`config.mk`:
```
export PLATFORM = sky130hd
export DESIGN_NAME = dbs_ram
export DESIGN_NICKNAME = d
export VERILOG_FILES = /design/src/rtl/dbs_ram.sv
export SDC_FILE = /design/constraint.sdc
export NUM_CORES = 1
export LEC_CHECK = 0
export ABC_AREA = 1
export BUFFER_PORTS_ARGS = -buffer_cell sky130_fd_sc_hd__buf_2
export CORE_MARGIN = 1.5
export CORE_UTILIZATION = 25
export DETAILED_ROUTE_END_ITERATION = 10
export PLACE_DENSITY = 0.38
export SYNTH_ARGS = -nofsm -noshare
export SYNTH_HDL_FRONTEND = slang
export SYNTH_SLANG_ARGS = --single-unit
```
`constraint.sdc`:
```
create_clock -name clk -period 3.31 [get_ports clk]
set_input_delay 0.8275 -clock clk [delete_from_list [all_inputs] [get_ports clk]]
set_output_delay 0.8275 -clock clk [all_outputs]
set_load 0.01 [all_outputs]
```
`src/rtl/dbs_ram.sv`:
```
`timescale 1ns / 1ps
`default_nettype none

module dbs_ram #(
  parameter int WIDTH = 8,
  parameter int DEPTH = 16
) (
  input  wire logic                     clk,
  input  wire logic                     we,
  input  wire logic [$clog2(DEPTH)-1:0] waddr,
  input  wire logic [WIDTH-1:0]         wdata,
  input  wire logic                     re,
  input  wire logic [$clog2(DEPTH)-1:0] raddr,
  output logic      [WIDTH-1:0]         rdata
);

  logic [WIDTH-1:0] mem [DEPTH];

  always_ff @(posedge clk) begin
    if (we) begin
      mem[waddr] <= wdata;
    end
    if (re) begin
      rdata <= mem[raddr];
    end
  end

endmodule

`default_nettype wire
```
==> impl_results.md, run 1 <==
- Tot GR Track Use: 13.48%
- Top Ports: 27
- Clock network power share: 43.9%
- Ys Warns: 0
- DP Wirelength: 9.546 mm
- Worst endpoint required time: 3490 ps
- GPL Wtd Cong: 0.7774
- TritonRoute pass-1 iters: 5
- Port bufs: 26
- Die area: 24310 sq um
- Distinct cells, synth: 11
- Worst R2R Path Depth: 6
- Num rows: 55
- RSZ-0062 raised after global routing: false
- Die extent in x: 155.9 um
- Count leader, synth: nand2_1
- Bufs on Longest Clock Path: 2
- Met3 Use GR: 3.167%
- Outcome: finished clean
- TritonCTS Buffers: 17
- Clk_skew: 9.962 ps
- CP startpoint kind: primary input
- Fin crit period: 2049 ps
- Psw: 894.9 uW
- Final Hold Vio Count: 0
- Final worst path period share: 61.89%
- CTS H-Tree Depth: 4
- Met1 usage: 17.50%
- DR WL/cell: 16.83 um
- Synth area leaders: edfxtp_1, nand2_1, nand3_1
- Worst endpoint data arrival time: 2230 ps
- Hold path startpoint: mem[12][2]
- Fraction of registers with async set/reset: 0%
- PwrDens: 574.1 nW/um^2
- Synth cell count leaders: nand2_1, edfxtp_1, inv_1
- Final nets: 601
- Leak Pwr: 2.825 nW
- Post_cts resized: 0
- Most used flip-flop cell after synthesis: edfxtp_1
- Die height: 155.9 um
- Post-CTS Hold Buffers: 0
- EDFF count, synth: 136
- Ant diodes: 0
- DRT iter0 DRCs: 205
- Total gr overflow: 0
- Seq pwr share: 49.9%
- Initial Util: 25.67%
- Setup TNS Final: 0 ps
- First-pass GRT wire length: 23.21 mm
- Vias in the first global route: 3780
- Final setup vio count: 0
- Clk root buf: clkbuf_16
- Yosys top cell by area: edfxtp_1
- Highest clock rate: 488.1 MHz
- Switching Fraction: 22.89%
- Clock latency on the worst-skew pair: 430 ps
- Worst vdd ir: 0.2748 mV
- Worst hold path cell count: 6
- Fill cells: 2365
- Number of max-cap violations: 0
- Reg-to-reg startpoint: mem[7][6]
- Hold/Removal Path Class: flop to flop
- Layout Cells excl Fill: 907
- Global route hottest layer: met2
- CP Capture Type: flop
- Max-slew headroom: 42.42%
- Least-Margin Pin Slew: 860.5 ps
- Drt drc: 0
- Post-Syn Area per Cell: 10.61 sq um
- Seq/Total Area, Yosys: 69.85%
- CTS Sinks: 136
- Logic pwr share: 6.2%
- Mapped Nets: 570
- Internal power: 3.015 mW
- Via count: 3731
- Grt met2 use: 21.76%
- Setup Buffers After CTS: 0
- Core ar.: 22780 sq um
- Flops & latches, synth: 136
- Post-Syn Area: 5847 sq um
- R2R setup slack: 2040 ps
- Routed WL: 15.27 mm
- Crit path max fanout: 39
- Cells after DPL: 876
- Hold Path End: rdata[2]
- Clock-pin slew on the worst setup and hold paths: 60 ps
- Fin. max-slew vios: 0
- Synthesis-to-finish area growth: 16.48%
- Top cell type's share of synthesized area: 69.85%
- Synth Instances: 551
- Post-route ant nets: 0
- Worst flop-to-flop path endpoint: rdata[6]
- Largest net degree at the start of global routing: 40
- CTS tree: done
- Fraction of layout cells with a size suffix above 1: 10.27%
- Initial antenna violation count: 0
- DR vias/cell: 4.114
- WS Path Type: primary input to flop
layout make-up:
cell class / instances / area, sq um / area share (%)
Timing Repair Buffer: 36 / 217.7 / 3.197
Tap cell: 313 / 391.6 / 5.751
Inverter: 102 / 382.9 / 5.622
Clock inverter: 11 / 83.83 / 1.231
Sequential cell: 136 / 4084 / 59.97
Clock buffer: 20 / 436.7 / 6.412
Multi-Input combinational cell: 289 / 1214 / 17.82
state kept, by name (all words and copies together), names as in the netlist:
name	cells
mem	128
rdata	8
power groups by stage:
stage                     Combinational [mW]  Clock (mW)  Sequential, mW
after CTS                              0.249        1.75            1.95
after global placement                 0.248           0            1.99
after floorplan                        0.136           0            1.99
after global routing                   0.272        1.81            1.95
final                                  0.241        1.72            1.95
after detailed placement               0.248           0            1.99
worst max-delay path, cell delays in order:
cell and delay [ps]:
buf_2 340, inv_2 220, buf_12 230, nand2_1 80, nand2_1 50, nand2_1 70
nand3_1 80, nand3_1 190, nand2_1 100
cell families after synthesis:
family	share of synthesized area (%)
simple gates	20.76
buf+inv	9.394
flops	69.85
metal layers:
layer | wire length, um | vias up
li1 | - | 1842
met5 | 0 | -
met2 | 7240 | 56
met3 | 465 | 16
met1 | 7365 | 1817
met4 | 196 | 0
how the worst max path moves through the flow:
stage               startpoint    endpoint  slack, ps  depth (start not counted)
floorplan             waddr[2]  mem[10][0]       1530                          2
global placement      raddr[0]    rdata[2]        840                          8
detailed placement    raddr[0]    rdata[4]        810                          8
CTS                   raddr[0]    rdata[2]       1250                          8
global route          raddr[0]    rdata[6]       1090                          9
finish                raddr[0]    rdata[6]       1260                          9
cells in the final DEF, fill, tap and decap left out, drive strengths merged:
master	netlist	routed
clkinvlp	0	4
inv	102	102
nand3	97	97
clkinv	0	6
nor2	17	17
buf	24	36
nand2	173	173
edfxtp	136	136
clkbuf	0	20
nand3b	2	2
bufinv	0	1
metrics by stage:
stage | cell area [sq um] | setup WS [ps] | power, mW | util, % | hold WS [ps]
2_1_floorplan | 5847 | 1532 | 2.125 | - | 682.9
3_3_place_gp | 6290 | 836.5 | 2.236 | 27.61 | 720.6
3_5_place_dp | 6290 | 806.2 | 2.235 | 27.61 | 727.8
4_1_cts | 6810 | 1254 | 3.950 | 29.90 | 738.1
5_1_grt | 6810 | 1087 | 4.036 | 29.90 | 756.0
6_report | 6810 | 1261 | 3.910 | 29.90 | 735.7
No activity file was read; power rests on OpenSTA's default activity.
==> run 2, diff against run 1 <==
==> constraint.sdc (replaced) <==
create_clock -name clk -period 2.1 [get_ports clk]
set_input_delay 0.525 -clock clk [delete_from_list [all_inputs] [get_ports clk]]
set_output_delay 0.525 -clock clk [all_outputs]
set_load 0.01 [all_outputs]
==> run 2 against run 1 <==
  * First-iteration DRC count is 3.4% higher
  * Power is 75% higher
  * Worst setup slack worse by 680 ps
  * Sequential share of layout area is 2.1 points lower
  * Global-route usage hardly changed
  * Count of clock-buffer cells in the layout is 2 lower
  * Critical path type is now flop to primary output
  * Critical endpoint is now rdata[0]
  * Non-clock buffer count is 12 higher
==> impl_results.md, run 2 (synthesis gave the netlist of run 1 again) <==
- Bufs on Longest Clock Path: 2
- Post-place setup slack: 195.4 ps
- RSZ-0062 raised after global routing: false
- Drt drc: 0
- TritonRoute pass-1 iters: 5
- CTS Sinks: 136
- Fill cells: 2370
- PwrDens: 966.8 nW/um^2
- DP Wirelength: 9.343 mm
- Max-slew headroom: 55.16%
- Layout Cells excl Fill: 920
- Tot GR Track Use: 13.46%
- Placed Area: 6405 sq um
- Post-route ant nets: 0
- Setup Buffers After CTS: 0
- Switching Fraction: 21.12%
- Largest regs: mem (128), rdata (8)
- Final Hold Slack: 468.5 ps
- Clock network power share: 49.2%
- CP top delay family: flip-flops
- Die extent in x: 155.9 um
- Util after Layout: 31.01%
- CTS H-Tree Depth: 4
- Least-Margin Pin Slew: 671.6 ps
- Ant diodes: 0
- Fin crit period: 1515 ps
- Leak Pwr: 2.982 nW
- Psw: 1.442 mW
- Highest clock rate: 660.2 MHz
- Worst vdd ir: 0.4061 mV
- DR WL/cell: 16.64 um
- Num rows: 55
- Commonest non-fill, non-tap cell in the layout: nand2_1
- Port bufs: 26
- Final Hold Vio Count: 0
- CTS tree: done
- Final setup vio count: 0
- Total gr overflow: 0
- GPL Wtd Cong: 0.7167
- Clock latency on the worst-skew pair: 420 ps
- Internal power: 5.386 mW
- Number of max-cap violations: 0
- Fin. max-slew vios: 0
- Post_cts resized: 0
- Routed WL: 15.31 mm
- Clk root buf: clkbuf_16
- Die area: 24310 sq um
- DR vias/cell: 4.134
- Logic pwr share: 5.8%
- Final worst slack: 585.3 ps
- Fraction of layout cells with a size suffix above 1: 13.01%
- Worst endpoint required time: 1570 ps
- WS Path Type: flop to primary output
- First-pass GRT wire length: 23.40 mm
- Seq pwr share: 45.0%
- Worst endpoint data arrival time: 990 ps
- Final nets: 613
- Cells after DPL: 888
- Initial antenna violation count: 0
- CP startpoint kind: flop
- Clk_skew: 8.706 ps
- Most flops, register: mem
- Max reg flops: 128
- Vias in the first global route: 3779
- Bufs and invs on worst path: 1
- Commonest cells after routing, fill and taps aside: nand2_1, edfxtp_1, inv_1, nand3_1, buf_2
- Crit-path max cell delay: 410 ps
- Crit path max fanout: 1
- Initial Util: 25.67%
- Synthesis-to-finish area growth: 20.80%
- Hold/Removal Path Class: primary input to flop
- Post-route cell area: 7063 sq um
- Cells along the critical path: buf_2
- Outcome: finished clean
- Post-CTS Hold Buffers: 0
- CP Capture Type: primary output
- Die height: 155.9 um
- Clock-pin slew on the worst setup and hold paths: 60 ps
- DRT iter0 DRCs: 212
- Via count: 3803
- Core ar.: 22780 sq um
- Final worst path period share: 72.13%
- TritonCTS Buffers: 17
- Slowest stage cell, crit path: edfxtp_1
- Setup TNS Final: 0 ps
- Largest net degree at the start of global routing: 65
- Top Ports: 27
- Tot Pwr: 6.829 mW
==> run 2: cell types whose count changed in the layout (fill, tap and decap cells not counted), sizes merged <==
cell	change
buf	+12
bufinv	+5
clkbuf	-2
clkinv	+2
clkinvlp	-4
==> run 2: power groups by stage <==
stage | Sequential (mW) | Clock (mW) | Combinational [mW]
after global placement | 3.13 | 0 | 0.404
after global routing | 3.08 | 3.53 | 0.445
final | 3.07 | 3.36 | 0.396
after floorplan | 3.14 | 0 | 0.214
after detailed placement | 3.13 | 0 | 0.406
after CTS | 3.08 | 3.41 | 0.406
==> run 2: area by class of cell <==
| cell class | count | area, sq um | area share [%] |
|---|---|---|---|
| Sequential cell | 136 | 4084 | 57.82 |
| Clock buffer | 18 | 429.2 | 6.076 |
| Inverter | 102 | 382.9 | 5.421 |
| Timing Repair Buffer | 48 | 332.8 | 4.712 |
| Multi-Input combinational cell | 289 | 1214 | 17.18 |
| Tap cell | 313 | 391.6 | 5.545 |
| Clock inverter | 14 | 229.0 | 3.242 |
==> run 2: per-layer routing <==
metal | vias to the layer above | share of wire (%) | global-route usage, %
li1 | 1862 | - | -
met1 | 1857 | 48 | 18.42
met2 | 73 | 47 | 20.91
met3 | 11 | 3.5 | 3.444
met4 | 0 | 1.1 | 4.127
met5 | - | 0 | 0
==> run 2: path summary, 6_finish.rpt <==
check                   from       end  slack, ps  cells after the start
hold reg to reg   mem[10][3]  rdata[3]        760                      6
setup reg to reg   mem[7][3]  rdata[3]        880                      6
hold / removal            re  rdata[2]        470                      1
setup / recovery    rdata[0]  rdata[0]        590                      1
